[src/hw/rtl/psns_pkg.sv]
// Package for the pixel store nearest-neighbor scaler.
// Holds the item structs, widths and operation / register codes.
// No dependencies; every other file imports it.
package psns_pkg;

  localparam int MAX_DIM     = 256;
  localparam int COORD_W     = $clog2(MAX_DIM);
  localparam int SIZE_W      = $clog2(MAX_DIM) + 1;
  localparam int ADDR_W      = 2 * COORD_W;
  localparam int STORE_DEPTH = MAX_DIM * MAX_DIM;
  localparam int PIX_W       = 32;
  localparam int CFG_IDX_W   = 3;

  localparam logic [PIX_W-1:0] MASK24 = 32'h00FF_FFFF;

  localparam logic [1:0] OP_WRITE  = 2'd0;
  localparam logic [1:0] OP_READ   = 2'd1;
  localparam logic [1:0] OP_SCALED = 2'd2;
  localparam logic [1:0] OP_NONE   = 2'd3;

  localparam logic [CFG_IDX_W-1:0] REG_SRC_WIDTH  = 3'd0;
  localparam logic [CFG_IDX_W-1:0] REG_SRC_HEIGHT = 3'd1;
  localparam logic [CFG_IDX_W-1:0] REG_DST_WIDTH  = 3'd2;
  localparam logic [CFG_IDX_W-1:0] REG_DST_HEIGHT = 3'd3;
  localparam logic [CFG_IDX_W-1:0] REG_USE_ALPHA  = 3'd4;

  typedef struct packed {
    logic [1:0]         operation;
    logic [COORD_W-1:0] item_x;
    logic [COORD_W-1:0] item_y;
    logic [PIX_W-1:0]   pixel_value;
  } in_item_t;

  typedef struct packed {
    logic [PIX_W-1:0] pixel_out;
    logic             out_of_range;
  } out_item_t;

endpackage

[src/hw/rtl/psns_div.sv]
// Shared axis mapper: (2t+1)*src_size / (2*dst_size), one quotient bit a cycle.
// Restoring divider after a single registered multiply at start.
// Depends on psns_pkg.
module psns_div (
  input  logic                           clk,
  input  logic                           rst_n,
  input  logic                           start,
  input  logic [psns_pkg::COORD_W-1:0]   coord,
  input  logic [psns_pkg::SIZE_W-1:0]    tsize,
  input  logic [psns_pkg::SIZE_W-1:0]    ssize,
  output logic                           done,
  output logic [psns_pkg::SIZE_W-1:0]    quot
);
  import psns_pkg::*;

  localparam int QUOT_W = SIZE_W;
  localparam int CNT_W  = $clog2(QUOT_W + 1);

  logic [2*SIZE_W-1:0] prod;
  logic [SIZE_W-1:0]   rem_r;
  logic [QUOT_W-1:0]   low_r;
  logic [SIZE_W:0]     den_r;
  logic [QUOT_W-1:0]   quot_r;
  logic [CNT_W-1:0]    cnt_r;
  logic                running_r;
  logic                done_r;
  logic [SIZE_W:0]     trial;
  logic [SIZE_W:0]     diff;
  logic                ge;

  assign prod  = (2*SIZE_W)'({coord, 1'b1}) * (2*SIZE_W)'(ssize);
  assign trial = {rem_r, low_r[QUOT_W-1]};
  assign ge    = (trial >= den_r);
  assign diff  = trial - den_r;

  always_ff @(posedge clk) begin
    if (!rst_n) begin
      running_r <= 1'b0;
      done_r    <= 1'b0;
      cnt_r     <= '0;
    end else begin
      done_r <= 1'b0;
      if (start) begin
        // quotient stays below 2^QUOT_W, so the top part starts below den
        rem_r     <= prod[2*SIZE_W-1:QUOT_W];
        low_r     <= prod[QUOT_W-1:0];
        den_r     <= {tsize, 1'b0};
        quot_r    <= '0;
        cnt_r     <= '0;
        running_r <= 1'b1;
      end else if (running_r) begin
        rem_r  <= ge ? diff[SIZE_W-1:0] : trial[SIZE_W-1:0];
        low_r  <= low_r << 1;
        quot_r <= {quot_r[QUOT_W-2:0], ge};
        cnt_r  <= cnt_r + CNT_W'(1);
        if (cnt_r == CNT_W'(QUOT_W - 1)) begin
          running_r <= 1'b0;
          done_r    <= 1'b1;
        end
      end
    end
  end

  assign done = done_r;
  assign quot = quot_r;

endmodule

[config.mk]
export PLATFORM = sky130hd
export DESIGN_NAME = psns_div
export DESIGN_NICKNAME = d
export VERILOG_FILES = /design/src/hw/rtl/psns_pkg.sv /design/src/hw/rtl/psns_div.sv
export SDC_FILE = /design/constraint.sdc
export NUM_CORES = 1
export LEC_CHECK = 0
export ABC_AREA = 1
export ABC_CLOCK_PERIOD_IN_PS = 11000
export BUFFER_PORTS_ARGS = -buffer_cell sky130_fd_sc_hd__buf_2
export CORE_MARGIN = 4
export CORE_UTILIZATION = 34
export DETAILED_ROUTE_END_ITERATION = 6
export SYNTH_ARGS = -nofsm -noshare
export SYNTH_HDL_FRONTEND = slang
export SYNTH_SLANG_ARGS = --single-unit
[constraint.sdc]
create_clock -name clk -period 11 [get_ports clk]
set_input_delay 0.55 -clock clk [delete_from_list [all_inputs] [get_ports clk]]
set_output_delay 0.55 -clock clk [all_outputs]
set_load 0.01 [all_outputs]
After elaboration in Yosys (flattened, before gate mapping)
Cells that the tools add are included.
- $add $sub $neg: 2
- multipliers: 1
- magnitude comparators: 1
- equality and inequality tests: 1
- muxes and demuxes: 10
- bitwise logic cells: 2
- reductions and logical operators: 5
- operators with widths (cell ; count):
    two-way mux 9 bit ; 6
    multiplier 9 x 9 -> 18 bit ; 1
    greater-or-equal comparator 10 bit ; 1
    subtractor 9 bit ; 1
    adder 4 x 1 -> 4 bit (second input constant) ; 1
    == test 4 bit (second input constant) ; 1
    two-way mux 1 bit ; 4
    AND reduction 2 bit ; 2
    OR reduction 3 bit ; 1
    NOT 1 bit ; 2
    nonzero test 2 bit ; 1
    OR reduction 2 bit ; 1
- register bits: 42
- bits of input ports: 29
- word-level logic and storage cells: 29

Depth between registers and ports, before layout
Gate-level depths: netlist of the first run.
- word-level depth: 4
- depth in mapped cells: 21

Worst setup path before layout of the first run
No wires, ideal clock.
- kind: in2reg
- start point: input coord[0] in the netlist's numbering
- end point: register rem_r[8], data pin
- library setup time: 0.253 ns
- arrival: 3.994 ns
- required time: 10.747 ns
- slack: 6.753 ns
- stages: 21
- buffers on the path: 1
- path through: clkbuf_1 -> nand2_1 -> inv_1 -> fa_1 -> inv_1 -> fa_1 -> inv_1 -> fa_1 -> inv_1 -> fa_1 -> inv_1 -> ha_1 -> nand2_1 -> nor2_1 -> nand2_1 -> nand3_1 -> nand2_1 -> nand2_1 -> nand2_1 -> nand3_1 -> nand2_1
- longest elaborated chain between the ends: 2
- RTL lines (item ; RTL line ; source):
    start, declared ; psns_div.sv:8 ; input logic [psns_pkg::COORD_W-1:0] coord,
    multiplier 9 x 9 -> 18 bit ; psns_div.sv:31 ; assign prod = (2*SIZE_W)'({coord, 1'b1}) * (2*SIZE_W)'(ssize);
    two-way mux 9 bit ; psns_div.sv:43 ; if (start) begin
    end signal, assigned ; psns_div.sv:45 ; rem_r <= prod[2*SIZE_W-1:QUOT_W];
    end signal, assigned ; psns_div.sv:52 ; rem_r <= ge ? diff[SIZE_W-1:0] : trial[SIZE_W-1:0];
    end, declared ; psns_div.sv:20 ; logic [SIZE_W-1:0] rem_r;
No other way between the ends.
A chain may end at the register's enable or synchronous reset.

Worst setup path in the final report of the first run
- start point: input coord[0] in the netlist's numbering
- end point: register rem_r[4], data pin
Same word-level chain as after synthesis.

==> results of run 1 <==
[layout by cell type, fill, tap and decap left out]
cell         n
buf_2       38
nor2_1      26
nand3_1     36
dfxtp_1      6
and3_1       1
ha_1        49
buf_4        1
nor2_4       1
inv_2        5
xor2_1       3
nor2_2       2
xnor2_1      3
bufinv_16    1
o21ai_0      9
a21oi_1     17
nand2_1    195
clkbuf_16    5
clkinv_2     2
inv_1      185
nand4_1      5
nand3_2      1
nand3b_1     7
nand2_2      1
a211o_1      1
nand2_4      1
fa_1        51
o21a_1       1
o21ai_1      1
nand2_8      1
o21bai_1     1
edfxtp_1    36
nor3_1       2
a211oi_1     1
[state kept, by name, indices dropped and copies added (netlist names)]
| register | cells |
|---|---|
| low_r | 9 |
| running_r | 1 |
| quot | 9 |
| done | 1 |
| den_r | 9 |
| rem_r | 9 |
| cnt_r | 4 |
[kinds of logic (layout without fill, tap and decap cells)]
| logic type | Yosys count | after routing |
|---|---|---|
| simple gates | 279 | 279 |
| buf+inv | 212 | 237 |
| fa+ha+maj | 100 | 100 |
| flops | 42 | 42 |
| compound gates | 31 | 31 |
| xor+xnor | 6 | 6 |
[where the power goes]
group          internal, mW  switching, mW
Clock                 0.106         0.0588
Sequential            0.214         0.0126
Combinational         0.244          0.398
[path summary, 6_finish.rpt]
| path | from | to | cells past startpoint |
|---|---|---|---|
| worst max-delay path | coord[0] | rem_r[4] | 21 |
| worst min-delay path | tsize[7] | den_r[8] | 1 |
| worst max register to register | rem_r[6] | rem_r[5] | 9 |
| worst min register to register | cnt_r[0] | cnt_r[0] | 2 |
[layout make-up]
type / count / area [um2]
Sequential cell: 42 / 1200
Fill cell: 1588 / 8990
Multi-Input combinational cell: 416 / 3030
Timing Repair Buffer: 39 / 198
Inverter: 190 / 713
Tap cell: 184 / 230
Clock buffer: 5 / 125
Clock inverter: 3 / 40.0
[routing by layer]
metal  global-route usage, %  part of all wire, %  wire (um)  up-vias
met4                    1.65                 0.82         83        0
met5                       0                    0          0        -
met1                    18.2                   47       4760     1816
met2                    22.9                   48       4870       64
met3                    1.81                  3.8        388        6
li1                        -                    -          -     2029
==> parameters.txt, run 1 <==
Parameter                              Value

Drt
  DR vias ... 3,915
  Total Wirelength ... 10.1 mm
  Number of remaining DRC errors ... 0
  Iteration-0 DRC count of the detailed router ... 235
  Average wire length per cell after detail routing ... 11.5 um
  Vias per Instance ... 4.45
  DRT antenna net count ... 0
  First-pass iteration count of the detailed router ... 4

Synthesis
  Cell types with the highest counts after synthesis ... 195 x nand2_1, 185 x inv_1, 51 x fa_1, 49 x ha_1
  Synthesized netlist net count ... 799
  Share of the synthesized area in compound gates (AO/OA/AOI/OAI) ... 3.31%
  XOR/XNOR Fraction of Synth Area ... 1.04%
  Largest cells by area after synthesis ... edfxtp_1 21%, fa_1 20%, nand2_1 15%
  Fraction of the mapped netlist area in adder cells ... 32.5%
  Sequential fraction of the synthesis area ... 23.9%
  Number of synthesized flops with an enable pin ... 36
  Dominant cell by count in the synthesized netlist ... nand2_1
  Number of library cell types mapped by synthesis ... 30
  Mean cell area of the mapped netlist ... 7.51 um2
  Netlist Area Pre-Place ... 5030 um2
  Area fraction in and, or, nand and nor cells after synthesis ... 23.5%
  Combinational family with the most area after synthesis ... adder cells
  Share of the synthesized area in the top cell type ... 21.5%
  Seq cells post-synth ... 42
  Number of synthesis warnings ... 0
  Commonest register cell after synthesis ... edfxtp_1
  Cell type with the largest total area after synthesis ... edfxtp_1
  Number of instances in the synthesized netlist ... 670
  Asr flop ratio synth ... 0%
  Multiplexer share of the synthesized area ... 0%

Final layout
  Antenna diode count ... 0
  Number of nets in the final layout ... 823
  Final instance area ... 5540 um2
  Utilization of the core after routing ... 38.1%
  Share of final-layout standard cells stronger than drive strength 1 ... 8.49%
  Final Non-Filler Cells ... 879
  Synthesis-to-finish area growth ... 10.1%

Pwr
  Static leakage ... 3.27 nW
  Areal power density over the cells ... 186 nW/um2
  Final Power ... 1.03 mW
  Worst VDD drop ... 0.0000808 V

STA
  Number of hold violations in the final report ... 0
  Worst clock skew ... 0.00787 ns
  Final worst setup slack ... 6.87 ns
  Final worst-path cycle share ... 37.5%
  Total count of max-transition violations in the final report ... 0
  Clock period minus final worst setup slack ... 4.13 ns
  Pin slew with the least headroom to its limit ... 0.676 ns
  Setup violation total in the final timing report ... 0
  Unrepaired setup endpoints after global routing ... no
  Maximum clock frequency ... 242 MHz
  Minimum hold slack ... 0.441 ns
  Summed negative setup slack over all endpoints ... 0 ns
  Slew headroom ... 54.9%

Placed design
  Minimum setup slack after placement ... 6.54 ns
  Post-detail-place hpwl ... 8.17 mm
  Number of cells in the design after placement ... 871
  Routability Congestion ... 0.833
  Area of placed instances ... 5380 um2
  Count of input and output buffers ... 38

CTS
  Maximum level of the CTS H-tree ... 2
  Clock Root Buffer ... clkbuf_16
  Clk slew on worst S/H paths ... 0.06 ns
  Number of buffers between clock root and the deepest sink ... 2
  Number of buffers inserted for hold repair after clock tree synthesis ... 0
  TritonCTS clock tree ... built
  TritonCTS Buffers ... 5
  Post-CTS resize count ... 0
  Clock latency of the later-clocked register in the worst-skew pair ... 0.28 ns
  Count of clock tree sinks ... 42
  Post-CTS repair timing setup buffer count ... 0

Worst setup path
  Type of the worst setup path ... input pin to flip-flop
  Type of element launching the critical path ... input pin
  Dominant cell type by count on the critical path ... nand2_1
  Family of cells with the greatest summed delay on the critical path ... adder cells
  Nature of the critical path endpoint ... flip-flop
  Slowest stage cell on the critical path ... fa_1
  Required time reported for the critical path endpoint ... 11.03 ns
  Maximum net fanout on the critical path ... 9
  Total buffers and inverters traversed by the critical path ... 6
  FF-to-FF setup slack ... 9.07 ns
  CP peak stage delay ... 0.53 ns
  Arrival time of the worst setup path ... 4.16 ns
  Cell chain of the critical path ... buf_2 -> nand2_1 -> inv_1 -> fa_1 -> inv_1 -> fa_1 -> inv_1 -> fa_1 -> inv_1 -> fa_1 -> inv_1 -> ha_1 -> nand2_1 -> nor2_1 -> nand2_1 -> nand3_1 -> nand2_1 -> nand2_1 -> nand2_1 -> nand3_1 -> nand2_1

Run status
  Result of the run ... finished clean

Global routing
  First-pass GRT wire length ... 18.4 mm
  Gr usage total ... 13.2%
  Sum of overflow across all layers after global routing ... 0
  Pin count of the biggest net entering global routing ... 29
  Vias in the first global route ... 3,979
  Initial antenna violation count ... 0

Die
  Effective utilization at floorplan ... 34.6%
  Row Count ... 44
  Placeable Area ... 14,500 um2
  Die width ... 130 um
  I/O Pins ... 39
  Overall die area ... 16,800 um2
  Die Height ... 130 um

Run
  Maxcap violations ... 0

Hold path
  Path category of the worst min-delay check ... input pin to flip-flop
Note: power is estimated with default switching activity, not from simulation.
==> run 2, diff against run 1 <==
ABC_CLOCK_PERIOD_IN_PS = 3300   (was 11000)
clock period = 3.3 ns   (was 11 ns; I/O delays follow)
==> run 2 against run 1 <==
Worst hold slack got worse by 0.39 ns. Non-clock buffer count increased by 43. Highest routed layer unchanged. Clock power increased to 2.9 times the previous value. The run now ends with negative setup slack left. Largest power group unchanged.
==> parameters.txt, run 2 (synthesis results as in run 1) <==
Parameter                              Value

Run status
  Result of the run ... finished, violations left
  Violated checks ... negative setup slack

Worst setup path
  End of the worst register-to-register path ... rem_r[4]
  FF-to-FF setup slack ... 1.36 ns (-7.71 ns)
  Required time reported for the critical path endpoint ... 3.34 ns (-7.69 ns)
  Type of element launching the critical path ... input pin
  Maximum net fanout on the critical path ... 7 (-2)
  Type of the worst setup path ... input pin to flip-flop
  Critical R2R Launch ... rem_r[6]
  Path depth of the worst reg2reg path ... 9 (unchanged)
  Arrival time of the worst setup path ... 3.43 ns (-0.73 ns)
  Cell chain of the critical path ... buf_6 -> buf_4 -> nand2_1 -> inv_1 -> fa_1 -> fa_1 -> fa_1 -> inv_1 -> fa_1 -> inv_2 -> ha_4 -> nand2_1 -> inv_2 -> nand2_1 -> nand2_2 -> a21oi_2 -> nand3_1 -> nand3_1 -> nand2_1
  Slowest stage cell on the critical path ... fa_1
  CP peak stage delay ... 0.50 ns (-0.03 ns)
  Origin of the worst setup path ... coord[4]
  Nature of the critical path endpoint ... flip-flop

Run
  Maxcap violations ... 0 (unchanged)

Global routing
  Pin count of the biggest net entering global routing ... 28 (-3.4%)
  Vias in the first global route ... 4,318 (+8.5%)
  Initial antenna violation count ... 0 (unchanged)
  Sum of overflow across all layers after global routing ... 0 (unchanged)
  First-pass GRT wire length ... 19.2 mm (+4.1%)
  Gr usage total ... 13.8% (+0.60 points)

Final layout
  Synthesis-to-finish area growth ... 26.5%
  Share of final-layout standard cells stronger than drive strength 1 ... 26.0% (+18 points)
  Final Non-Filler Cells ... 922 (+4.9%)
  Number of nets in the final layout ... 866 (+5.2%)
  Final instance area ... 6370 um2 (+15%)
  Utilization of the core after routing ... 43.8% (+5.7 points)
  Most common library cell in the layout ignoring fill and taps ... inv_1
  Antenna diode count ... 0 (unchanged)
  Most frequent cells in the layout ... 166 x inv_1, 163 x nand2_1, 45 x fa_1, 44 x buf_4, 39 x ha_1

Hold path
  Worst hold path depth ... 1 (unchanged)
  Endpoint with the worst hold slack ... den_r[6]
  Startpoint of the worst hold path ... tsize[5]
  Path category of the worst min-delay check ... input pin to flip-flop

Placed design
  Number of cells in the design after placement ... 911 (+4.6%)
  Routability Congestion ... 0.817 (-1.9%)
  Post-detail-place hpwl ... 8.60 mm (+5.3%)
  Count of input and output buffers ... 38 (unchanged)
  Area of placed instances ... 5800 um2 (+7.8%)

Drt
  Vias per Instance ... 4.42 (-0.82%)
  Total Wirelength ... 10.4 mm (+3.4%)
  DR vias ... 4,073 (+4.0%)
  First-pass iteration count of the detailed router ... 4 (unchanged)
  DRT antenna net count ... 0 (unchanged)
  Iteration-0 DRC count of the detailed router ... 186 (-21%)
  Average wire length per cell after detail routing ... 11.3 um (-1.5%)
  Number of remaining DRC errors ... 0 (unchanged)

CTS
  Number of buffers between clock root and the deepest sink ... 2 (unchanged)
  Clock Root Buffer ... clkbuf_16
  Count of clock tree sinks ... 42 (unchanged)
  Number of buffers inserted for hold repair after clock tree synthesis ... 0 (unchanged)
  Clock latency of the later-clocked register in the worst-skew pair ... 0.28 ns (about the same)
  TritonCTS clock tree ... built
  Clk slew on worst S/H paths ... 0.06 ns (about the same)
  TritonCTS Buffers ... 5 (unchanged)
  Maximum level of the CTS H-tree ... 2 (unchanged)

STA
  Pin slew with the least headroom to its limit ... 0.653 ns (-0.0227 ns)
  Setup violation total in the final timing report ... 9 (+9)
  Clock period minus final worst setup slack ... 3.39 ns
  Slew headroom ... 56.4% (+1.5 points)
  Summed negative setup slack over all endpoints ... -0.458 ns (-0.458 ns)
  Total count of max-transition violations in the final report ... 0 (unchanged)
  Final worst-path cycle share ... 103%
  Unrepaired setup endpoints after global routing ... yes
  Maximum clock frequency ... 295 MHz
  Worst clock skew ... 0.00542 ns (-0.00245 ns)
  Number of hold violations in the final report ... 0 (unchanged)
  Final worst setup slack ... -0.0946 ns (-6.97 ns)

Die
  Die width ... 130 um (unchanged)
  Placeable Area ... 14,500 um2 (unchanged)
  Die Height ... 130 um (unchanged)
  Row Count ... 44 (unchanged)
  Effective utilization at floorplan ... 34.6% (unchanged)
  I/O Pins ... 39 (unchanged)
  Overall die area ... 16,800 um2 (unchanged)

Pwr
  Worst VDD drop ... 0.000366 V (+350%)
  Static leakage ... 3.57 nW (+9.2%)
  Areal power density over the cells ... 703 nW/um2 (+280%)
run 2: changes by cell type in the layout (fill, tap and decap cells not counted), sizes merged:
cell / change
clkinvlp: +1
bufinv: -1
buf: +43
clkbuf: +2
clkinv: -2
run 2: layer usage:
layer	global-route usage [%]	part of all wire [%]	up-vias
met2	24.0	49	35
li1	-	-	2125
met5	0	0	-
met4	2.81	0.90	0
met3	1.90	2.2	6
met1	18.5	48	1907
run 2: worst max-delay path, delay by kind of cell:
family                     cells  cell delay, ns
adders and majority gates      5            2.18
and+or+nand+nor                7            0.52
buffers and inverters          6            0.46
AOI/OAI and AO/OA              1            0.13
run 2: per-stage QoR:
stage / power [mW] / worst slack (ns) / hold slack [ns]
final: 4.48 / -0.0946 / 0.0555
after global routing: 4.99 / -0.246 / 0.0509
after global placement: 3.43 / -0.473 / 0.342
after floorplan: 2.76 / -0.260 / 0.264
after CTS: 4.21 / -0.128 / 0.0487
after detailed placement: 3.45 / -0.497 / 0.343
run 2: worst max path at each step:
stage	to	slack [ns]	cells after the start
after global placement	rem_r[8]	-0.47	19
after floorplan	rem_r[8]	-0.26	21
after global routing	rem_r[8]	-0.25	21
after detailed placement	rem_r[8]	-0.50	19
final	rem_r[8]	-0.09	19
after CTS	rem_r[4]	-0.13	21
run 2: cell type report:
cell class / instances / area [um2]
clock buffers: 7 / 133
clock inverters: 1 / 7.51
fillers: 1469 / 8160
inverters: 190 / 716
multi-input cells: 416 / 3420
flip-flops and latches: 42 / 1200
well taps: 184 / 230
repair buffers: 82 / 666
run 2: timing repair:
item	CTS	global route
buffers inserted	2	1
pin swaps	39	31
gates resized for setup	77	51
endpoints found under the setup margin	11	11
run 2: where the power goes:
part / total, mW / internal (mW) / leakage, nW / switching, mW
clock network: 0.473 / 0.281 / 0.0641 / 0.193
registers: 0.754 / 0.712 / 0.398 / 0.0425
logic: 3.25 / 1.43 / 3.11 / 1.81
